===== src/sv/beamformer_power_scan_defines.svh =====
// Assertion macros for the beamformer power scan RTL.
// Depends on nothing; include by bare file name where assertions are written.
`ifndef BEAMFORMER_POWER_SCAN_DEFINES_SVH
`define BEAMFORMER_POWER_SCAN_DEFINES_SVH

// Same-cycle implication, disabled while in reset.
`define BPS_ASSERT_IMPLIES(label, clk, rst, ante, cons, msg) \
   label: assert property (@(posedge clk) disable iff (rst) (ante) |-> (cons)) \
      else $error(msg);

// Next-cycle implication, disabled while in reset.
`define BPS_ASSERT_NEXT(label, clk, rst, ante, cons, msg) \
   label: assert property (@(posedge clk) disable iff (rst) (ante) |=> (cons)) \
      else $error(msg);

`endif


===== src/sv/bps_pkg.sv =====
// Types and constants for the beamformer power scan.
// No dependencies; imported by every module and interface of the block.
`timescale 1ns / 1ps

package bps_pkg;

   localparam int SAMPLE_W    = 16;
   localparam int PROD_W      = 32;
   localparam int TERM_W      = 33;
   localparam int SUM_W       = 40;
   localparam int BEAM_SHIFT  = 15;
   localparam int BEAM_W      = 24;
   localparam int SQ_W        = 47;
   localparam int MAG_W       = 48;
   localparam int POWER_W     = 58;
   localparam int DIR_W       = 14;
   localparam int QUEUE_DEPTH = 4;

   // One finished snapshot handed from the front to the back.
   typedef struct packed {
      logic signed [SUM_W-1:0] sum_re;
      logic signed [SUM_W-1:0] sum_im;
      logic                    last_snapshot;
      logic [DIR_W-1:0]        direction;
      logic                    start_scan;
   } snap_type;

endpackage


===== src/sv/bps_req_if.sv =====
// Input channel: one array element word per handshake.
// Depends on bps_pkg for field widths.
`timescale 1ns / 1ps

interface bps_req_if;
   import bps_pkg::*;

   logic                       valid;
   logic                       ready;
   logic signed [SAMPLE_W-1:0] sample_re;
   logic signed [SAMPLE_W-1:0] sample_im;
   logic signed [SAMPLE_W-1:0] weight_re;
   logic signed [SAMPLE_W-1:0] weight_im;
   logic                       last_element;
   logic                       last_snapshot;
   logic [DIR_W-1:0]           direction_id;
   logic                       start_scan;

   modport source (
      output valid, sample_re, sample_im, weight_re, weight_im,
             last_element, last_snapshot, direction_id, start_scan,
      input  ready
   );
   modport sink (
      input  valid, sample_re, sample_im, weight_re, weight_im,
             last_element, last_snapshot, direction_id, start_scan,
      output ready
   );
endinterface


===== src/sv/bps_front.sv =====
// Front end: accepts element words, multiplies, accumulates the complex sum
// and pushes one snapshot record per closing element. Depends on bps_pkg.
`timescale 1ns / 1ps

module bps_front (
   input  logic               clock,
   input  logic               reset,
   bps_req_if.sink            req,
   output logic               push,
   output bps_pkg::snap_type  push_data,
   input  logic               full
);
   import bps_pkg::*;

   logic                      advance;
   logic                      s1_valid_ff;
   logic signed [PROD_W-1:0]  p_rr_ff, p_ii_ff, p_ri_ff, p_ir_ff;
   logic                      s1_last_el_ff, s1_last_snap_ff, s1_start_ff;
   logic [DIR_W-1:0]          s1_dir_ff;
   logic signed [SUM_W-1:0]   sum_re_ff, sum_im_ff;
   logic signed [SUM_W-1:0]   sum_re_in, sum_im_in;
   logic signed [TERM_W-1:0]  term_re, term_im;
   logic                      pend_start_ff, pend_start_in;
   logic                      eff_start;

   // Stall only when a closing element meets a full queue.
   assign advance   = !(s1_valid_ff && s1_last_el_ff && full);
   assign req.ready = advance;

   // Product stage.
   always_ff @(posedge clock) begin
      if (reset) begin
         s1_valid_ff <= 1'b0;
      end else if (advance) begin
         s1_valid_ff <= req.valid;
      end
      if (advance) begin
         p_rr_ff         <= PROD_W'(req.weight_re) * PROD_W'(req.sample_re);
         p_ii_ff         <= PROD_W'(req.weight_im) * PROD_W'(req.sample_im);
         p_ri_ff         <= PROD_W'(req.weight_re) * PROD_W'(req.sample_im);
         p_ir_ff         <= PROD_W'(req.weight_im) * PROD_W'(req.sample_re);
         s1_last_el_ff   <= req.last_element;
         s1_last_snap_ff <= req.last_snapshot;
         s1_dir_ff       <= req.direction_id;
         s1_start_ff     <= req.start_scan;
      end
   end

   // Accumulate stage: conj(w) * s, wrapping in the sum width.
   always_comb begin
      term_re       = TERM_W'(p_rr_ff) + TERM_W'(p_ii_ff);
      term_im       = TERM_W'(p_ri_ff) - TERM_W'(p_ir_ff);
      sum_re_in     = sum_re_ff + SUM_W'(term_re);
      sum_im_in     = sum_im_ff + SUM_W'(term_im);
      eff_start     = pend_start_ff | s1_start_ff;
      pend_start_in = s1_last_el_ff ? 1'b0 : eff_start;
   end

   always_ff @(posedge clock) begin
      if (reset) begin
         sum_re_ff     <= '0;
         sum_im_ff     <= '0;
         pend_start_ff <= 1'b0;
      end else if (advance && s1_valid_ff) begin
         sum_re_ff     <= s1_last_el_ff ? '0 : sum_re_in;
         sum_im_ff     <= s1_last_el_ff ? '0 : sum_im_in;
         pend_start_ff <= pend_start_in;
      end
   end

   assign push                    = s1_valid_ff && s1_last_el_ff && !full;
   assign push_data.sum_re        = sum_re_in;
   assign push_data.sum_im        = sum_im_in;
   assign push_data.last_snapshot = s1_last_snap_ff;
   assign push_data.direction     = s1_dir_ff;
   assign push_data.start_scan    = eff_start;

endmodule


===== src/flat_wrapper.sv =====
// flat-port wrapper written by rule: the top's interface ports become plain ports
module bps_front_flat import bps_pkg::*;
  (clock, reset, push, push_data, full, req_valid, req_sample_re, req_sample_im, req_weight_re, req_weight_im, req_last_element, req_last_snapshot, req_direction_id, req_start_scan, req_ready);
  bps_req_if req_i ();
  input  logic clock;
  input  logic reset;
  output logic push;
  output bps_pkg::snap_type push_data;
  input  logic full;
  input wire logic [$bits(req_i.valid)-1:0] req_valid;
  input wire logic [$bits(req_i.sample_re)-1:0] req_sample_re;
  input wire logic [$bits(req_i.sample_im)-1:0] req_sample_im;
  input wire logic [$bits(req_i.weight_re)-1:0] req_weight_re;
  input wire logic [$bits(req_i.weight_im)-1:0] req_weight_im;
  input wire logic [$bits(req_i.last_element)-1:0] req_last_element;
  input wire logic [$bits(req_i.last_snapshot)-1:0] req_last_snapshot;
  input wire logic [$bits(req_i.direction_id)-1:0] req_direction_id;
  input wire logic [$bits(req_i.start_scan)-1:0] req_start_scan;
  output wire logic [$bits(req_i.ready)-1:0] req_ready;
  assign req_i.valid = req_valid;
  assign req_i.sample_re = req_sample_re;
  assign req_i.sample_im = req_sample_im;
  assign req_i.weight_re = req_weight_re;
  assign req_i.weight_im = req_weight_im;
  assign req_i.last_element = req_last_element;
  assign req_i.last_snapshot = req_last_snapshot;
  assign req_i.direction_id = req_direction_id;
  assign req_i.start_scan = req_start_scan;
  assign req_ready = req_i.ready;
  bps_front u_core (.clock(clock), .reset(reset), .req(req_i), .push(push), .push_data(push_data), .full(full));
endmodule

===== config.mk =====
export PLATFORM = sky130hd
export DESIGN_NAME = bps_front_flat
export DESIGN_NICKNAME = d
export VERILOG_FILES = /design/src/sv/beamformer_power_scan_defines.svh /design/src/sv/bps_pkg.sv /design/src/sv/bps_req_if.sv /design/src/sv/bps_front.sv /design/src/flat_wrapper.sv
export SDC_FILE = /design/constraint.sdc
export NUM_CORES = 2
export LEC_CHECK = 0
export BUFFER_PORTS_ARGS = -buffer_cell sky130_fd_sc_hd__buf_2
export CAP_MARGIN = 20
export CORE_ASPECT_RATIO = 0.6
export CORE_UTILIZATION = 56
export CTS_CLUSTER_DIAMETER = 100
export DETAILED_ROUTE_END_ITERATION = 16
export GPL_TIMING_DRIVEN = 1
export HOLD_SLACK_MARGIN = 0.02
export PLACE_DENSITY = 0.76
export SLEW_MARGIN = 10
export SYNTH_ARGS = -nofsm -noshare
export SYNTH_HDL_FRONTEND = slang
export SYNTH_SLANG_ARGS = --single-unit

===== constraint.sdc =====
create_clock -name clock -period 12.95 [get_ports clock]
set_input_delay 2.59 -clock clock [delete_from_list [all_inputs] [get_ports clock]]
set_output_delay 2.59 -clock clock [all_outputs]
set_load 0.1 [all_outputs]

==> metrics <==
status complete, but fails checks; Syn Area/Cell 9.46 µm²; CP max stage cell inv_1; fin crit period 9.13 ns; GRT Total Usage 0.298; CP Cell Sequence buf_2 > inv_1 > buf_4 > nor2_1 > fa_1 > fa_1 > fa_1 > fa_1 > fa_1 > inv_1 > fa_1 > inv_1 > ha_1 > a21o_1 > a21o_1 > a211oi_1 > nor2_1 > a2111oi_2 > nor2_1 > o221a_2 > a41oi_1 > a21oi_1 > xnor2_1; drt pass-1 iters 12; PortBufs 182; period utilisation layout 0.705; post-cts resize count 0; Final #Nets 7139; DRT iter0 DRCs 3297; Post-DRT Antenna Nets 0; drt total wl 134000 µm; Final setup viols 0; Fill cells 7801; Fin. Hold Viols 0; slew margin rel. 0.323; FF/Latch Area 6000 µm²; RD Place Congestion 0.949; post-DR vias/cell 5.50; GRT Residual Overflow 0; critical path class in -> reg; slew of the pin with the lowest slew margin 1.00 ns; DP HPWL 107000 µm; critical path arrival 9.50 ns; slowest stage delay, CP 0.60 ns; cells after synthesis 5516; core area 92100 µm²; Clock Latency Late Sink 0.63 ns; clock skew 0.0187 ns; Post-CTS Setup Inserts 0; hold buffers post-CTS 0; worst-path fanout max 13; WP data required 13.32 ns; IO Pins 183; max-slew violation count 0; Most used DFF post-synth edfxtp_1; EDFF count, synth 145; total number of vias 37300; Reg clk slew, reported paths 0.06 ns; Mapped Area 52200 µm²; die area 94500 µm²; WL/cell 19.8 µm; clk sinks 227; Root Driver clkbuf_16; initial antenna violation count 15; post-synth cell types 77; share of the yosys chip area belonging to registers 0.115; most frequent CP cell fa_1; largest net degree at the start of global routing 60; Die Y 238 µm; max_cap viols 0; HP Class reg -> reg; most frequent cells in the layout 1332 x inv_1, 1127 x fa_1, 545 x nand2_1, 506 x and2_1, 406 x ha_1; overall die width 396 µm; DRC 28; failing checks DRC; area grow syn2layout 5.24%; H-tree levels 1; Max Freq 109 MHz; ys async rst share 0; CTS Buf Count 28; yosys warns 0; RSZ-0062 raised after global routing false; Synth Register Bits 227; Crit. End Element register; Syn Nets 7134; Setup TNS 0 ns; Initial Utilization 0.567; clock buffer depth 3; CTS tree done; most common cell after layout, fill and taps aside inv_1; Row Count 86; area occupied by multi-input gates 40400 µm²; Worst setup SP type input port; first-pass GRT wire length 218000 µm; layout cell share with drive strength beyond 1 0.0529; vias in the first global route 39300
## layout make-up
cell class	instances	share of cell area
Sequential cell	227	0.109
Tap cell	1232	0.0281
Antenna cell	9	0.000410
Multi-Input combinational cell	3724	0.735
Timing Repair Buffer	207	0.0200
Clock inverter	13	0.00255
Inverter	1333	0.0911
Clock buffer	39	0.0142
## kinds of logic after synthesis
kind of cell,Yosys count,synth area share
buffers and inverters,1565,0.113
xor gates and xnor gates,213,0.0357
AOI/OAI and AO/OA,560,0.0728
adders and majority gates,1533,0.530
and+or+nand+nor,1414,0.133
DFF,227,0.115
muxes,4,0.000767
## state kept, by name (all words and copies together) (netlist names), 14 cells and up
register,count
u_core.p_rr_ff,32
u_core.p_ir_ff,32
u_core.p_ii_ff,32
u_core.s1_dir_ff,14
u_core.sum_re_ff,40
u_core.sum_im_ff,40
u_core.p_ri_ff,32
## path summary, 6_finish.rpt
check	from	endpoint	slack (ns)	cells past startpoint
setup / recovery	req_sample_re[15]	u_core.p_ir_ff[31]	3.82	23
hold / removal	u_core.sum_im_ff[0]	u_core.sum_im_ff[0]	0.46	2
setup reg to reg	u_core.sum_im_ff[15]	u_core.sum_im_ff[38]	8.31	12
hold reg to reg	u_core.sum_im_ff[0]	u_core.sum_im_ff[0]	0.46	2
## critical path, delay by kind of cell
kind	cells	cell delay (ns)
compound gates	7	1.87
buf+inv	5	1.27
fa+ha+maj	7	3.26
xor+xnor	1	0.15
simple gates	3	0.34
## synth_stat cells, types with 5 or more instances
| master | instances | area share |
|---|---|---|
| o41ai_1 | 5 | 0.00084 |
| a31oi_1 | 21 | 0.0025 |
| nor2b_1 | 16 | 0.0019 |
| and2_1 | 506 | 0.061 |
| or2_2 | 10 | 0.0012 |
| a21o_1 | 74 | 0.011 |
| o21a_1 | 22 | 0.0032 |
| fa_1 | 1127 | 0.43 |
| or3_1 | 12 | 0.0014 |
| a211oi_1 | 23 | 0.0033 |
| nand2b_1 | 34 | 0.0041 |
| nand4_1 | 9 | 0.0011 |
| and3_1 | 21 | 0.0025 |
| xor2_1 | 54 | 0.0091 |
| buf_2 | 6 | 0.00058 |
| a21boi_0 | 5 | 0.00072 |
| edfxtp_1 | 145 | 0.083 |
| clkbuf_1 | 219 | 0.016 |
| o211ai_1 | 6 | 0.00086 |
| o21ai_0 | 84 | 0.0081 |
| nor3_1 | 23 | 0.0022 |
| o31ai_1 | 6 | 0.00086 |
| inv_1 | 1332 | 0.096 |
| nand2_1 | 546 | 0.039 |
| ha_1 | 406 | 0.097 |
| xnor2_1 | 159 | 0.027 |
| nor2_1 | 183 | 0.013 |
| a22oi_1 | 46 | 0.0066 |
| a21oi_1 | 154 | 0.015 |
| dfxtp_1 | 82 | 0.031 |
| a22o_1 | 15 | 0.0025 |
| nand3_1 | 40 | 0.0038 |
| o21bai_1 | 30 | 0.0043 |
## through the flow
stage	setup slack [ns]	util	instances	area, µm²	hold slack (ns)
after floorplan	3.69	-	5516	52200	0.432
after global placement	3.46	0.586	6723	54000	0.440
after global routing	3.48	0.596	6781	54900	0.492
after CTS	3.93	0.596	6775	54900	0.464
after detailed placement	3.27	0.586	6723	54000	0.455
final	3.82	0.596	6784	54900	0.462
## routing by layer
metal | routed length, µm | up-vias | GRT usage
met1 | 59500 | 18900 | 0.454
met5 | 20 | - | 0
met2 | 55700 | 1626 | 0.426
met3 | 15500 | 167 | 0.0769
li1 | - | 16600 | -
met4 | 3450 | 2 | 0.0696
Power is not shown: default switching activity piles up to over one toggle a cycle in this logic, so the estimate is an artifact.
