### config.mk
export PLATFORM = sky130hd
export DESIGN_NAME = bps_back_flat
export DESIGN_NICKNAME = d
export VERILOG_FILES = /design/src/sv/beamformer_power_scan_defines.svh /design/src/sv/bps_pkg.sv /design/src/sv/bps_rsp_if.sv /design/src/sv/bps_back.sv /design/src/flat_wrapper.sv
export SDC_FILE = /design/constraint.sdc
export NUM_CORES = 2
export LEC_CHECK = 0
export ABC_AREA = 1
export BUFFER_PORTS_ARGS = -buffer_cell sky130_fd_sc_hd__buf_2
export CAP_MARGIN = 0
export CORE_ASPECT_RATIO = 0.75
export CORE_UTILIZATION = 35
export CTS_CLUSTER_DIAMETER = 40
export DETAILED_ROUTE_END_ITERATION = 7
export PLACE_DENSITY = 0.5
export SYNTH_ARGS = -nofsm -noshare
export SYNTH_HDL_FRONTEND = slang
export SYNTH_SLANG_ARGS = --single-unit
### constraint.sdc
create_clock -name clock -period 20 [get_ports clock]
set_input_delay 1 -clock clock [delete_from_list [all_inputs] [get_ports clock]]
set_output_delay 1 -clock clock [all_outputs]
set_load 0.005 [all_outputs]
### src/sv/beamformer_power_scan_defines.svh
// Assertion macros for the beamformer power scan RTL.
// Depends on nothing; include by bare file name where assertions are written.
`ifndef BEAMFORMER_POWER_SCAN_DEFINES_SVH
`define BEAMFORMER_POWER_SCAN_DEFINES_SVH

// Same-cycle implication, disabled while in reset.
`define BPS_ASSERT_IMPLIES(label, clk, rst, ante, cons, msg) \
   label: assert property (@(posedge clk) disable iff (rst) (ante) |-> (cons)) \
      else $error(msg);

// Next-cycle implication, disabled while in reset.
`define BPS_ASSERT_NEXT(label, clk, rst, ante, cons, msg) \
   label: assert property (@(posedge clk) disable iff (rst) (ante) |=> (cons)) \
      else $error(msg);

`endif

### src/sv/bps_pkg.sv
// Types and constants for the beamformer power scan.
// No dependencies; imported by every module and interface of the block.
`timescale 1ns / 1ps

package bps_pkg;

   localparam int SAMPLE_W    = 16;
   localparam int PROD_W      = 32;
   localparam int TERM_W      = 33;
   localparam int SUM_W       = 40;
   localparam int BEAM_SHIFT  = 15;
   localparam int BEAM_W      = 24;
   localparam int SQ_W        = 47;
   localparam int MAG_W       = 48;
   localparam int POWER_W     = 58;
   localparam int DIR_W       = 14;
   localparam int QUEUE_DEPTH = 4;

   // One finished snapshot handed from the front to the back.
   typedef struct packed {
      logic signed [SUM_W-1:0] sum_re;
      logic signed [SUM_W-1:0] sum_im;
      logic                    last_snapshot;
      logic [DIR_W-1:0]        direction;
      logic                    start_scan;
   } snap_type;

endpackage

### src/sv/bps_rsp_if.sv
// Result channel: one beam/power word per closed snapshot.
// Depends on bps_pkg for field widths.
`timescale 1ns / 1ps

interface bps_rsp_if;
   import bps_pkg::*;

   logic                     valid;
   logic                     ready;
   logic signed [BEAM_W-1:0] beam_re;
   logic signed [BEAM_W-1:0] beam_im;
   logic                     power_valid;
   logic [POWER_W-1:0]       power;
   logic                     new_peak;
   logic [DIR_W-1:0]         best_direction;
   logic [POWER_W-1:0]       peak_power;

   modport source (
      output valid, beam_re, beam_im, power_valid, power, new_peak,
             best_direction, peak_power,
      input  ready
   );
   modport sink (
      input  valid, beam_re, beam_im, power_valid, power, new_peak,
             best_direction, peak_power,
      output ready
   );
endinterface

### src/sv/bps_back.sv
// Back end: beam scaling, squared magnitude, saturating power and peak
// tracking, ending in the result register. Depends on bps_pkg.
`timescale 1ns / 1ps

module bps_back (
   input  logic               clock,
   input  logic               reset,
   input  bps_pkg::snap_type  head,
   input  logic               empty,
   output logic               pop,
   bps_rsp_if.source          rsp
);
   import bps_pkg::*;

   localparam int SHIFT_W = SUM_W - BEAM_SHIFT;

   function automatic logic signed [BEAM_W-1:0] sat_beam(
      input logic signed [SHIFT_W-1:0] v
   );
      logic signed [BEAM_W-1:0] r;
      if (v > SHIFT_W'(signed'({1'b0, {(BEAM_W-1){1'b1}}}))) begin
         r = {1'b0, {(BEAM_W-1){1'b1}}};
      end else if (v < SHIFT_W'(signed'({1'b1, {(BEAM_W-1){1'b0}}}))) begin
         r = {1'b1, {(BEAM_W-1){1'b0}}};
      end else begin
         r = v[BEAM_W-1:0];
      end
      return r;
   endfunction

   logic                      advance;
   logic                      rsp_valid_ff;
   // beam stage
   logic                      b1_valid_ff;
   logic signed [BEAM_W-1:0]  b1_re_ff, b1_im_ff;
   logic                      b1_last_ff, b1_start_ff;
   logic [DIR_W-1:0]          b1_dir_ff;
   // square stage
   logic                      b2_valid_ff;
   logic signed [BEAM_W-1:0]  b2_re_ff, b2_im_ff;
   logic [SQ_W-1:0]           sq_re_ff, sq_im_ff;
   logic                      b2_last_ff, b2_start_ff;
   logic [DIR_W-1:0]          b2_dir_ff;
   logic signed [2*BEAM_W-1:0] sq_re_full, sq_im_full;
   // power and peak
   logic [POWER_W-1:0]        power_acc_ff, peak_value_ff;
   logic [DIR_W-1:0]          peak_dir_ff;
   logic [MAG_W-1:0]          mag;
   logic [POWER_W:0]          acc_sum;
   logic [POWER_W-1:0]        acc_new, peak_base, peak_in, power_acc_in;
   logic [DIR_W-1:0]          dir_base, dir_in;
   logic                      np;

   assign advance   = !rsp_valid_ff || rsp.ready;
   assign pop       = advance && !empty;
   assign rsp.valid = rsp_valid_ff;

   assign sq_re_full = (2*BEAM_W)'(b1_re_ff) * (2*BEAM_W)'(b1_re_ff);
   assign sq_im_full = (2*BEAM_W)'(b1_im_ff) * (2*BEAM_W)'(b1_im_ff);

   always_ff @(posedge clock) begin
      if (reset) begin
         b1_valid_ff  <= 1'b0;
         b2_valid_ff  <= 1'b0;
         rsp_valid_ff <= 1'b0;
      end else if (advance) begin
         b1_valid_ff  <= !empty;
         b2_valid_ff  <= b1_valid_ff;
         rsp_valid_ff <= b2_valid_ff;
      end
      if (advance) begin
         b1_re_ff    <= sat_beam(head.sum_re[SUM_W-1:BEAM_SHIFT]);
         b1_im_ff    <= sat_beam(head.sum_im[SUM_W-1:BEAM_SHIFT]);
         b1_last_ff  <= head.last_snapshot;
         b1_start_ff <= head.start_scan;
         b1_dir_ff   <= head.direction;
         b2_re_ff    <= b1_re_ff;
         b2_im_ff    <= b1_im_ff;
         sq_re_ff    <= sq_re_full[SQ_W-1:0];
         sq_im_ff    <= sq_im_full[SQ_W-1:0];
         b2_last_ff  <= b1_last_ff;
         b2_start_ff <= b1_start_ff;
         b2_dir_ff   <= b1_dir_ff;
      end
   end

   always_comb begin
      mag          = MAG_W'(sq_re_ff) + MAG_W'(sq_im_ff);
      acc_sum      = (POWER_W+1)'(power_acc_ff) + (POWER_W+1)'(mag);
      acc_new      = acc_sum[POWER_W] ? '1 : acc_sum[POWER_W-1:0];
      peak_base    = b2_start_ff ? '0 : peak_value_ff;
      dir_base     = b2_start_ff ? '0 : peak_dir_ff;
      np           = b2_last_ff && (acc_new > peak_base);
      peak_in      = np ? acc_new : peak_base;
      dir_in       = np ? b2_dir_ff : dir_base;
      power_acc_in = b2_last_ff ? '0 : acc_new;
   end

   always_ff @(posedge clock) begin
      if (reset) begin
         power_acc_ff  <= '0;
         peak_value_ff <= '0;
         peak_dir_ff   <= '0;
      end else if (advance && b2_valid_ff) begin
         power_acc_ff  <= power_acc_in;
         peak_value_ff <= peak_in;
         peak_dir_ff   <= dir_in;
      end
   end

   always_ff @(posedge clock) begin
      if (advance) begin
         rsp.beam_re        <= b2_re_ff;
         rsp.beam_im        <= b2_im_ff;
         rsp.power_valid    <= b2_last_ff;
         rsp.power          <= b2_last_ff ? acc_new : '0;
         rsp.new_peak       <= np;
         rsp.best_direction <= dir_in;
         rsp.peak_power     <= peak_in;
      end
   end

endmodule

### src/flat_wrapper.sv
// flat-port wrapper written by rule: the top's interface ports become plain ports
module bps_back_flat import bps_pkg::*;
  (clock, reset, head, empty, pop, rsp_valid, rsp_beam_re, rsp_beam_im, rsp_power_valid, rsp_power, rsp_new_peak, rsp_best_direction, rsp_peak_power, rsp_ready);
  bps_rsp_if rsp_i ();
  input  logic clock;
  input  logic reset;
  input  bps_pkg::snap_type head;
  input  logic empty;
  output logic pop;
  output wire logic [$bits(rsp_i.valid)-1:0] rsp_valid;
  output wire logic [$bits(rsp_i.beam_re)-1:0] rsp_beam_re;
  output wire logic [$bits(rsp_i.beam_im)-1:0] rsp_beam_im;
  output wire logic [$bits(rsp_i.power_valid)-1:0] rsp_power_valid;
  output wire logic [$bits(rsp_i.power)-1:0] rsp_power;
  output wire logic [$bits(rsp_i.new_peak)-1:0] rsp_new_peak;
  output wire logic [$bits(rsp_i.best_direction)-1:0] rsp_best_direction;
  output wire logic [$bits(rsp_i.peak_power)-1:0] rsp_peak_power;
  input wire logic [$bits(rsp_i.ready)-1:0] rsp_ready;
  assign rsp_valid = rsp_i.valid;
  assign rsp_beam_re = rsp_i.beam_re;
  assign rsp_beam_im = rsp_i.beam_im;
  assign rsp_power_valid = rsp_i.power_valid;
  assign rsp_power = rsp_i.power;
  assign rsp_new_peak = rsp_i.new_peak;
  assign rsp_best_direction = rsp_i.best_direction;
  assign rsp_peak_power = rsp_i.peak_power;
  assign rsp_i.ready = rsp_ready;
  bps_back u_core (.clock(clock), .reset(reset), .head(head), .empty(empty), .pop(pop), .rsp(rsp_i));
endmodule
==> results.md <==
- # resized after CTS: 0
- Register area share after synthesis: 0.222
- Crit path capture type: flip-flop
- Status: complete, no violations
- R2r worst-path depth: 23
- Final setup TNS: 0 ns
- Die X: 503 µm
- Worst clock skew: 0.0598 ns
- M1 WL: 94.9 mm
- P&R area growth vs syn: 11.0%
- Synth async-reset ratio: 0
- Hold Crit Depth: 0
- Fin. max-slew vios: 0
- Ys Warns: 0
- Hold Slack: 0.393 ns
- Seq cells post-synth: 531
- Worst-Margin Slew: 1.18 ns
- Mapped Area: 65900 µm²
- RSZ-0062 raised after global routing: no
- DIE AREA: 190000 µm²
- Clock Path Buffers: 3
- Cell taking the most area after synthesis: fa_1
- Setup Viol. Count Final: 0
- Post-route DRC: 0
- WP data required: 20.43 ns
- Global-route wire length before repair: 292 mm
- Clock latency on the worst-skew pair: 0.73 ns
- Via count: 48190
- TritonCTS clock tree: done
- Placed Area: 69900 µm²
- Worst path max stage delay: 0.91 ns
- Crit-path most repeated cell: fa_1
- Clock root buffer: clkbuf_16
- Worst Hold Class: reg2reg
- WL/cell: 17.8 µm
- Top FF cell, synth: edfxtp_1
- Routed wl met2: 76.1 mm
- Most frequent cell after synthesis: inv_1
- Crit path max-delay family: adder cells
- Slew headroom: 0.212
- Crit-path cells: buf_4, nand2_1, inv_1, fa_1, fa_1, inv_1, fa_1, inv_1, fa_1, fa_1, fa_1, fa_1, ha_1, nand2_1, nor2_1, inv_1, nor2_1, inv_1, nor2_1, nand4_1, nand3_1, a21oi_1, xnor2_1
- Design Area, Final: 73100 µm²
- R2R Path End: u_core.sq_im_ff[41]
- Startpoint Class: flip-flop
- Slowest CP cell: fa_1
- CTS buffer count: 90
- Hold path start: u_core.b2_im_ff[2]
- Post-DP HPWL: 153 mm
- Pin count of the biggest net entering global routing: 77
- Worst-path clk slew: 0.05 ns
- Hold endpoint: u_core.rsp.beam_im[2]
- Final worst path period need: 7.67 ns
- Vias in the first global route: 49984
- Ranking of synthesized cells by area: fa_1 35%, edfxtp_1 18%, inv_1 12%, nand2_1 11%, ha_1 7.4%
- Final WS setup: 12.33 ns
- Post-synth top cells: 2165 x inv_1, 1843 x nand2_1, 1143 x fa_1, 398 x edfxtp_1, 388 x ha_1
- Final hold vios: 0
- Critical path class: reg2reg
- Post-CTS Setup Repair Bufs: 0
- Highest Signal Layer: met4
- Arrival time at the worst endpoint: 8.10 ns
- Syn_area_per_cell: 8.59 µm²
- Post-route ant nets: 0
- Post-Synthesis Cells: 7666
- Total track usage: 0.202
- Sequential cell area: 14600 µm²
- Period Utilization, post-route: 0.384
- CP bufs+invs: 6
- Gpl congestion: 0.923
- Filler cell count: 19021
- H-tree depth: 3
- Post-synth top area share: 0.347
- GRT Residual Overflow: 0
- Chip Height: 378 µm
- Net count, final: 9499
- Drt pass-1 iters: 5
- Worst r2r src: u_core.b1_im_ff[0]
- Max-capacitance violation count: 0
- Highest Clock Rate: 130 MHz
- Hold_buf cts: 0
- Multi-input gate area: 42200 µm²
- DP Worst Slack: 12.42 ns
- Cell Rows: 137
- Routed vias/inst: 4.61
- CORE AREA: 186000 µm²
- Setup slack, reg-to-reg: 12.33 ns
- Layout cells sized above 1: 0.0678
- Distinct cells, synth: 55
- Worst Path Max Fanout: 26
- IO Port Bufs: 251
- WL final: 186 mm
- Top-Level Pins: 282
- Detailed Route Iter0 Violations: 3234
- Post-synth EDFFs: 398
- Met3 routed WL: 12.0 mm
- Initial antenna violation count: 5
- Initial Util: 0.353
- # clock sinks: 531
per-stage QoR:
| step | cells | util |
|---|---|---|
| after floorplan | 7667 | - |
| after global placement | 10278 | 0.375 |
| after detailed placement | 10278 | 0.375 |
| after CTS | 10447 | 0.392 |
| after global routing | 10449 | 0.392 |
| final | 10450 | 0.392 |
worst max-delay path by stage:
stage / startpoint / to / cells after the start
4_1_cts: u_core.b1_im_ff[0] / u_core.sq_im_ff[41] / 23
3_3_place_gp: u_core.b1_im_ff[23] / u_core.sq_im_ff[42] / 20
2_1_floorplan: rsp_ready / u_core.b1_dir_ff[0] / 2
3_5_place_dp: u_core.b1_im_ff[23] / u_core.sq_im_ff[42] / 20
5_1_grt: u_core.b1_im_ff[1] / u_core.sq_im_ff[42] / 20
6_report: u_core.b1_im_ff[0] / u_core.sq_im_ff[41] / 23
per-layer routing:
layer | global-route usage | up-vias
met4 | 0.0420 | 0
met5 | 0 | -
met3 | 0.0327 | 165
li1 | - | 23003
met2 | 0.290 | 1224
met1 | 0.314 | 23798
logic make-up (layout without fill, tap and decap cells):
kind of cell	count (synthesis)	in the layout	synth area share
buffers and inverters	2378	2656	0.137
adder cells (fa/ha/maj)	1531	1531	0.421
XOR/XNOR	140	140	0.0186
AND/OR/NAND/NOR	2586	2586	0.159
AO/OA/AOI/OAI	499	499	0.0418
other	1	5	0.0000569
flip-flops	531	531	0.222
final cells by class:
| type | instances | area share |
|---|---|---|
| inverters | 2167 | 0.111 |
| flip-flops and latches | 531 | 0.200 |
| clock inverters | 73 | 0.0124 |
| multi-input cells | 4758 | 0.578 |
| diodes | 3 | 0.000103 |
| clock buffers | 96 | 0.0313 |
| well taps | 2502 | 0.0428 |
| repair buffers | 320 | 0.0243 |
cell usage in the layout, fill, tap and decap left out, drive strengths merged, types with 4 or more instances in the layout:
master    instances
fa             1143
a21o             15
xor2             77
nor2            369
nand4            42
o21bai           24
nand3           244
xnor2            63
edfxtp          398
nor4              8
buf             320
clkinvlp          7
and2             11
nand2          1865
ha              388
a21oi           272
or2              10
a21boi            4
bufinv            9
o21ai           118
o211ai            6
nor3             22
clkinv           31
clkbuf           96
nand3b            4
and3              7
a31oi            41
dfxtp           133
o21a              6
inv            2193
sequential cells by signal, summed over array words and instances, names as in the netlist, 14 cells and up:
name,cells
u_core.rsp.beam_im,24
u_core.b1_dir_ff,14
u_core.sq_im_ff,46
u_core.b2_im_ff,23
u_core.peak_dir_ff,14
u_core.rsp.peak_power,58
u_core.peak_value_ff,58
u_core.b2_re_ff,23
u_core.rsp.best_direction,14
u_core.sq_re_ff,46
u_core.rsp.power,58
u_core.power_acc_ff,58
u_core.b1_im_ff,24
u_core.rsp.beam_re,24
u_core.b2_dir_ff,14
u_core.b1_re_ff,24
Power is left out: the tool's default activity adds up to more than one toggle a clock period on the data nets, which glitch-free logic cannot reach.
