### src/sv/beamformer_power_scan_defines.svh
// Assertion macros for the beamformer power scan RTL.
// Depends on nothing; include by bare file name where assertions are written.
`ifndef BEAMFORMER_POWER_SCAN_DEFINES_SVH
`define BEAMFORMER_POWER_SCAN_DEFINES_SVH

// Same-cycle implication, disabled while in reset.
`define BPS_ASSERT_IMPLIES(label, clk, rst, ante, cons, msg) \
   label: assert property (@(posedge clk) disable iff (rst) (ante) |-> (cons)) \
      else $error(msg);

// Next-cycle implication, disabled while in reset.
`define BPS_ASSERT_NEXT(label, clk, rst, ante, cons, msg) \
   label: assert property (@(posedge clk) disable iff (rst) (ante) |=> (cons)) \
      else $error(msg);

`endif

### src/sv/bps_pkg.sv
// Types and constants for the beamformer power scan.
// No dependencies; imported by every module and interface of the block.
`timescale 1ns / 1ps

package bps_pkg;

   localparam int SAMPLE_W    = 16;
   localparam int PROD_W      = 32;
   localparam int TERM_W      = 33;
   localparam int SUM_W       = 40;
   localparam int BEAM_SHIFT  = 15;
   localparam int BEAM_W      = 24;
   localparam int SQ_W        = 47;
   localparam int MAG_W       = 48;
   localparam int POWER_W     = 58;
   localparam int DIR_W       = 14;
   localparam int QUEUE_DEPTH = 4;

   // One finished snapshot handed from the front to the back.
   typedef struct packed {
      logic signed [SUM_W-1:0] sum_re;
      logic signed [SUM_W-1:0] sum_im;
      logic                    last_snapshot;
      logic [DIR_W-1:0]        direction;
      logic                    start_scan;
   } snap_type;

endpackage

### src/sv/bps_queue.sv
// Short snapshot queue between front and back, in flip-flops.
// Depends on bps_pkg for the record type.
`timescale 1ns / 1ps

module bps_queue #(
   parameter int DEPTH = bps_pkg::QUEUE_DEPTH
) (
   input  logic               clock,
   input  logic               reset,
   input  logic               push,
   input  bps_pkg::snap_type  push_data,
   output logic               full,
   input  logic               pop,
   output bps_pkg::snap_type  head,
   output logic               empty
);
   import bps_pkg::*;

   localparam int PTR_W = (DEPTH > 1) ? $clog2(DEPTH) : 1;
   localparam int CNT_W = $clog2(DEPTH + 1);

   snap_type         mem [DEPTH];
   logic [PTR_W-1:0] wr_ptr_ff, rd_ptr_ff;
   logic [CNT_W-1:0] count_ff;

   assign full  = (count_ff == CNT_W'(DEPTH));
   assign empty = (count_ff == '0);
   assign head  = mem[rd_ptr_ff];

   always_ff @(posedge clock) begin
      if (push) begin
         mem[wr_ptr_ff] <= push_data;
      end
   end

   always_ff @(posedge clock) begin
      if (reset) begin
         wr_ptr_ff <= '0;
         rd_ptr_ff <= '0;
         count_ff  <= '0;
      end else begin
         if (push) begin
            wr_ptr_ff <= (wr_ptr_ff == PTR_W'(DEPTH - 1)) ? '0 : wr_ptr_ff + 1'b1;
         end
         if (pop) begin
            rd_ptr_ff <= (rd_ptr_ff == PTR_W'(DEPTH - 1)) ? '0 : rd_ptr_ff + 1'b1;
         end
         if (push && !pop) begin
            count_ff <= count_ff + 1'b1;
         end else if (pop && !push) begin
            count_ff <= count_ff - 1'b1;
         end
      end
   end

endmodule

### config.mk
export PLATFORM = sky130hd
export DESIGN_NAME = bps_queue
export DESIGN_NICKNAME = d
export VERILOG_FILES = /design/src/sv/beamformer_power_scan_defines.svh /design/src/sv/bps_pkg.sv /design/src/sv/bps_queue.sv
export SDC_FILE = /design/constraint.sdc
export NUM_CORES = 1
export LEC_CHECK = 0
export BUFFER_PORTS_ARGS = -buffer_cell sky130_fd_sc_hd__buf_2
export CAP_MARGIN = 0
export CORE_MARGIN = 1.5
export CORE_UTILIZATION = 43
export DETAILED_ROUTE_END_ITERATION = 8
export GPL_ROUTABILITY_DRIVEN = 0
export PLACE_DENSITY = 0.61
export SETUP_SLACK_MARGIN = 0.4
export SKIP_LAST_GASP = 1
export SYNTH_ARGS = -nofsm -noshare
export SYNTH_HDL_FRONTEND = slang
export SYNTH_SLANG_ARGS = --single-unit
### constraint.sdc
create_clock -name clock -period 6.9 [get_ports clock]
set_input_delay 0.345 -clock clock [delete_from_list [all_inputs] [get_ports clock]]
set_output_delay 0.345 -clock clock [all_outputs]
set_load 0.1 [all_outputs]
==> results.py, run 1 <==
metrics = {
    "setup_path": {
        "path_class": "register to output port",
        "cp_slowest_stage_delay_ns": 0.85,
        "path_cells": "buf_4 -> mux4_2 -> buf_2",
        "crit_fanout": 66,
        "worstSetupStartpointType": "register",
        "r2r_cells": 4,
        "endpoint_kind": "output port",
        "cp.arrival_ns": 2.93,
        "critPathSlowestCell": "buf_4",
        "required_ns": 6.55,
    },
    "pwr": {
        "switching_share_pct": 28.0,
        "switching_power_uw": 1640,
        "peakVddDrop_mv": 0.197,
        "p_per_area_nw_per_um2": 343,
        "power_frac_seq_pct": 47.4,
        "p_clk_share_pct": 36.1,
        "power_frac_comb_pct": 16.5,
        "leakagePower_uw": 0.00571,
        "p_int_uw": 4200,
    },
    "die": {
        "die_width_um": 185,
        "rows": 66,
        "ios": 198,
        "coreArea_um2": 32600,
        "dieArea_um2": 34400,
        "start_util_pct": 43.8,
        "die_y_um": 185,
    },
    "synth": {
        "syn-num-nets": 653,
        "ys_ff_latch": 393,
        "syn_area_um2": 14300,
        "avgSynthCellArea_um2": 26.2,
        "synth-xor-area-share_pct": 0.123,
        "seq_area_frac_synth_pct": 81.9,
        "synthAdderAreaFrac_pct": 0.665,
        "synth.distinct_cells": 20,
        "synthMuxAreaShare_pct": 15.4,
        "yosys.area_share.simple_pct": 0.543,
        "netlist_instances": 546,
        "synth_top_family_by_area": "multiplexers",
        "ys_warn_count": 0,
        "synth_compound_gate_area_share_pct": 0.105,
    },
    "routing": {
        "dr_total_vias": 6413,
        "viasPerCell": 5.13,
        "antenna_left": 0,
        "first_iter_violations": 454,
        "wl_um": 26500,
        "wl_per_cell_um": 21.2,
        "dr.pass1.iters": 4,
        "drc": 0,
    },
    "placement": {
        "hpwl_um": 15600,
        "pre_cts_ws_ns": 4.13,
        "port_buffers": 197,
    },
    "layout": {
        "multi_input_area_um2": 2420,
        "syn_to_final_growth_pct": 19.2,
        "n_fill_cell": 2555,
        "nets": 877,
        "regArea_um2": 11700,
        "drive_gt1_share_pct": 44.8,
        "utilization_pct": 52.3,
    },
    "run": {
        "drv_cap": 0,
    },
    "sta": {
        "max_freq_mhz": 305,
        "setup_viol": 0,
        "slew_violations": 0,
        "fin_ws_ns": 3.62,
        "slew_headroom_pct": 26.1,
        "finClkSkew_ns": 0.0102,
        "hold_viol_final": 0,
        "tightest_slew_ns": 1.11,
        "finalCritPeriodShare_pct": 47.5,
        "rsz0062_at_grt": "no",
        "finalSetupTns_ns": 0,
        "layout_min_cycle_time_ns": 3.28,
    },
    "worst_hold_path": {
        "whs_path_depth": 1,
        "hp-class": "input pin to register",
    },
    "clock_network": {
        "ctsHtreeMaxLevel": 2,
        "clk_pin_slew_ns": 0.06,
        "clock_sinks": 393,
        "cts_hold_buf": 0,
        "postCtsSetupBuffers": 0,
        "cts_buffer_depth": 3,
        "cts_buffers": 40,
        "clk-insertion-delay-late_ns": 0.51,
        "cts_tree": "built",
        "root_buffer": "clkbuf_16",
        "cts_resized": 0,
    },
    "grt": {
        "grt_pass1_vias": 6916,
        "antenna_found_initial": 8,
        "grt_max_degree": 76,
        "grt.total_usage_pct": 15.7,
        "grt_pass1_wl_um": 39600,
        "overflow": 0,
    },
    "status": {
        "status": "finished clean",
    },
}
-- flip-flops by register name, indices dropped and copies added (netlist names), named ones only --
name and count:
count_ff 3, mem 384, rd_ptr_ff 2, wr_ptr_ff 2
-- layout make-up --
class	instances	share of cell area, %
Clock inverter	21	1.32
Sequential cell	393	68.7
Inverter	4	0.0881
Clock buffer	51	6.24
Timing Repair Buffer	204	6.09
Antenna cell	7	0.103
Tap cell	442	3.24
Multi-Input combinational cell	127	14.2
-- Yosys cell counts --
cell      number  share of area [%]
edfxtp_1     384                 81
mux4_2        96                 15
buf_2         11               0.38
dfxtp_1        9                1.3
nor2_1         7               0.18
ha_1           6               0.53
clkbuf_1       5               0.13
and2_1         4               0.17
buf_8          4               0.42
inv_1          4               0.10
mux2i_1        4               0.28
a21oi_1        2              0.070
nor3b_1        2               0.10
xor2_1         2               0.12
buf_12         1               0.14
buf_6          1              0.079
fa_1           1               0.14
nor3_1         1              0.035
o21ai_0        1              0.035
or3_1          1              0.044
-- metrics by stage --
stage               hold WS (ns)  total power (µW)  cell area (µm²)  std cells
global route              0.0151              6030            17000       1244
floorplan                  0.414              3620            14300        546
global placement           0.478              3770            15700       1170
CTS                      0.00948              5910            17000       1242
detailed placement         0.521              3790            15700       1170
finish                    0.0342              5840            17000       1249
-- metal layers --
metal  global-route usage [%]  routed length [µm]  vias up
met1                     19.8               11000     3359
met5                        0                  26        -
met3                     4.36                1730       35
met2                     26.6               13300      198
li1                         -                   -     2817
met4                     4.75                 430        4
-- power groups by stage --
stage | Sequential [µW] | Clock (µW) | Combinational (µW)
after global routing | 2780 | 2250 | 1000
after detailed placement | 2820 | 0 | 972
final | 2770 | 2110 | 961
after CTS | 2770 | 2170 | 974
after floorplan | 2810 | 0 | 805
after global placement | 2810 | 0 | 959
-- worst max-delay path: cells and delay by family, from the launching register on --
| family | cells | cell delay (ns) |
|---|---|---|
| buffers and inverters | 2 | 1.29 |
| DFF | 1 | 0.64 |
| muxes | 1 | 0.39 |
-- kinds of logic (layout without fill, tap and decap cells) --
logic type	Yosys count	in the layout
flops	393	393
mux	100	100
buf+inv	26	280
simple gates	15	15
fa+ha+maj	7	7
compound gates	3	3
xor+xnor	2	2
other cells	0	7
-- layout by cell type (no fill, tap or decap), drive strengths merged --
master / synthesis / routed
edfxtp: 384 / 384
buf: 17 / 204
mux4: 96 / 96
clkbuf: 5 / 51
clkinv: 0 / 14
dfxtp: 9 / 9
diode: 0 / 7
nor2: 7 / 7
ha: 6 / 6
inv: 4 / 6
bufinv: 0 / 5
and2: 4 / 4
mux2i: 4 / 4
nor3b: 2 / 2
xor2: 2 / 2
a21oi: 2 / 2
nor3: 1 / 1
o21ai: 1 / 1
or3: 1 / 1
fa: 1 / 1
-- worst paths after layout --
kind,slack (ns),end,startpoint
setup / recovery,3.62,head[65],register
hold / removal,0.03,mem[2][69]$_DFFE_PP_,push_data[69]
setup reg to reg,4.49,mem[0][79]$_DFFE_PP_,wr_ptr_ff[0]$_SDFFE_PP0P_
hold reg to reg,0.54,count_ff[2]$_SDFFE_PP0P_,count_ff[2]$_SDFFE_PP0P_
(Power assumes the default switching activity.)
==> run 2: changes to the inputs <==
Settings changed: PLACE_DENSITY 0.61 to 0.63.
Clock period 6.9 ns to 2.8 ns, I/O delays scaled along.
==> run 2 against run 1 <==
  * Non-clock buffer count is 118 higher
  * Sequential power rose by 150%
  * Core utilization rose by 4.2 points
  * Final cell count up 9.2%
  * Routed wire length is 6.1% higher
  * Sequential cell count unchanged
  * Largest cell class unchanged
  * Highest routed layer is now met4
  * Design area increased by 8.0%
  * Clock skew increased by 0.0022 ns
==> results.py, run 2 (synthesized netlist as in run 1, its figures left out) <==
metrics = {
    "grt": {
        "grt_pass1_wl_um": 42000,
        "grt_pass1_vias": 7418,
        "grt_max_degree": 97,
        "grt.total_usage_pct": 16.4,
        "use_met1_pct": 22.6,
        "top_usage_layer": "met2",
        "grtUsageMet3_pct": 3.64,
        "grt_use_met2_pct": 26.9,
        "antenna_found_initial": 0,
        "overflow": 0,
    },
    "placement": {
        "hpwl_um": 16400,
        "post_dp_cell_area_um2": 16000,
        "port_buffers": 197,
    },
    "pwr": {
        "peakVddDrop_mv": 0.565,
        "switching_power_uw": 4090,
        "power_frac_seq_pct": 46.5,
        "p_per_area_nw_per_um2": 796,
        "total_power_uw": 14700,
        "p_int_uw": 10600,
        "switching_share_pct": 27.9,
        "p_clk_share_pct": 35.8,
        "power_frac_comb_pct": 17.7,
        "leakagePower_uw": 0.00629,
    },
    "die": {
        "coreArea_um2": 32600,
        "die_y_um": 185,
        "ios": 198,
        "dieArea_um2": 34400,
        "rows": 66,
        "die_width_um": 185,
        "start_util_pct": 43.8,
    },
    "layout": {
        "n_fill_cell": 2430,
        "mostFrequentLayoutCell": "edfxtp_1",
        "final_cell_mix": "edfxtp_1 (384), buf_2 (183), dlygate4sd3_1 (100), mux4_2 (96), clkbuf_16 (44)",
        "multi_input_area_um2": 2430,
        "top_register": "mem",
        "top_regs": "mem (384), count_ff (3)",
        "final_area_um2": 18400,
        "largest_reg_flops": 384,
        "utilization_pct": 56.4,
        "nets": 996,
        "syn_to_final_growth_pct": 28.8,
        "regArea_um2": 11700,
        "drive_gt1_share_pct": 41.3,
    },
    "sta": {
        "layout_min_cycle_time_ns": 2.33,
        "slew_headroom_pct": 58.3,
        "setup_viol": 0,
        "hold_viol_final": 0,
        "max_freq_mhz": 429,
        "rsz0062_at_grt": "yes",
        "tightest_slew_ns": 0.626,
        "finalSetupTns_ns": 0,
        "finClkSkew_ns": 0.0124,
        "slew_violations": 0,
        "finalCritPeriodShare_pct": 83.3,
    },
    "routing": {
        "wl_per_cell_um": 20.6,
        "first_iter_violations": 452,
        "viasPerCell": 5.05,
        "dr_total_vias": 6893,
        "drc": 0,
        "antenna_left": 0,
        "dr.pass1.iters": 5,
        "wl_um": 28100,
    },
    "setup_path": {
        "required_ns": 2.66,
        "worstSetupStartpointType": "register",
        "cp.arrival_ns": 2.19,
        "crit_fanout": 13,
        "path_class": "register to output port",
        "endpoint_kind": "output port",
    },
    "status": {
        "status": "finished clean",
    },
    "clock_network": {
        "root_buffer": "clkbuf_16",
        "clk-insertion-delay-late_ns": 0.52,
        "clk_pin_slew_ns": 0.06,
        "cts_tree": "built",
        "cts_buffers": 41,
        "clock_sinks": 393,
        "ctsHtreeMaxLevel": 2,
        "cts_buffer_depth": 3,
    },
    "run": {
        "drv_cap": 0,
    },
    "worst_hold_path": {
        "hp-class": "input pin to register",
    },
}
[run 2: what timing repair did]
item                                   in CTS  in global routing
setup endpoints to repair                  38                 70
gates cloned                                0                  1
gates resized for setup                    13                  5
hold buffers                              100                  0
buffers inserted                            0                  9
endpoints found under the hold margin     393                  0
[run 2: layout make-up]
type | count | area share (%)
flip-flops and latches | 393 | 63.6
multi-input cells | 127 | 13.2
repair buffers | 322 | 12.9
clock buffers | 56 | 6.11
well taps | 442 | 3.00
clock inverters | 18 | 1.04
inverters | 4 | 0.0815
diodes | 2 | 0.0272
[run 2: metrics by stage]
step,instances,setup WS (ns),hold slack [ns]
floorplan,546,0.621,0.209
global placement,1178,0.929,0.349
detailed placement,1178,0.915,0.357
CTS,1352,0.368,0.342
global route,1362,0.376,0.355
finish,1364,0.467,0.369
[run 2: worst max-delay path, stage by stage (launching register included)]
cell	delay, ns
dfxtp_4	0.47
buf_12	0.20
buf_12	0.18
mux4_2	0.50
buf_2	0.30
[run 2: worst paths after layout]
kind	startpoint	to	slack, ns	depth (start not counted)
max reg2reg	wr_ptr_ff[0]$_SDFFE_PP0P_	mem[0][30]$_DFFE_PP_	0.99	4
min reg2reg	count_ff[2]$_SDFFE_PP0P_	count_ff[2]$_SDFFE_PP0P_	0.54	2
min	push_data[47]	mem[2][47]$_DFFE_PP_	0.37	2
max	register	head[78]	0.47	4
[run 2: routing by layer]
layer | share of wire [%] | wire (µm)
met5 | 0 | 0
met2 | 49 | 13900
met1 | 43 | 12100
met4 | 1.2 | 341
met3 | 6.4 | 1790
[run 2: power by group through the flow]
stage / Combinational (µW) / Clock, µW / Sequential [µW]
5_1_grt: 2690 / 5620 / 6840
3_3_place_gp: 2430 / 0 / 6920
3_5_place_dp: 2460 / 0 / 6940
6_report: 2590 / 5240 / 6820
2_1_floorplan: 1990 / 0 / 6920
4_1_cts: 2590 / 5380 / 6820
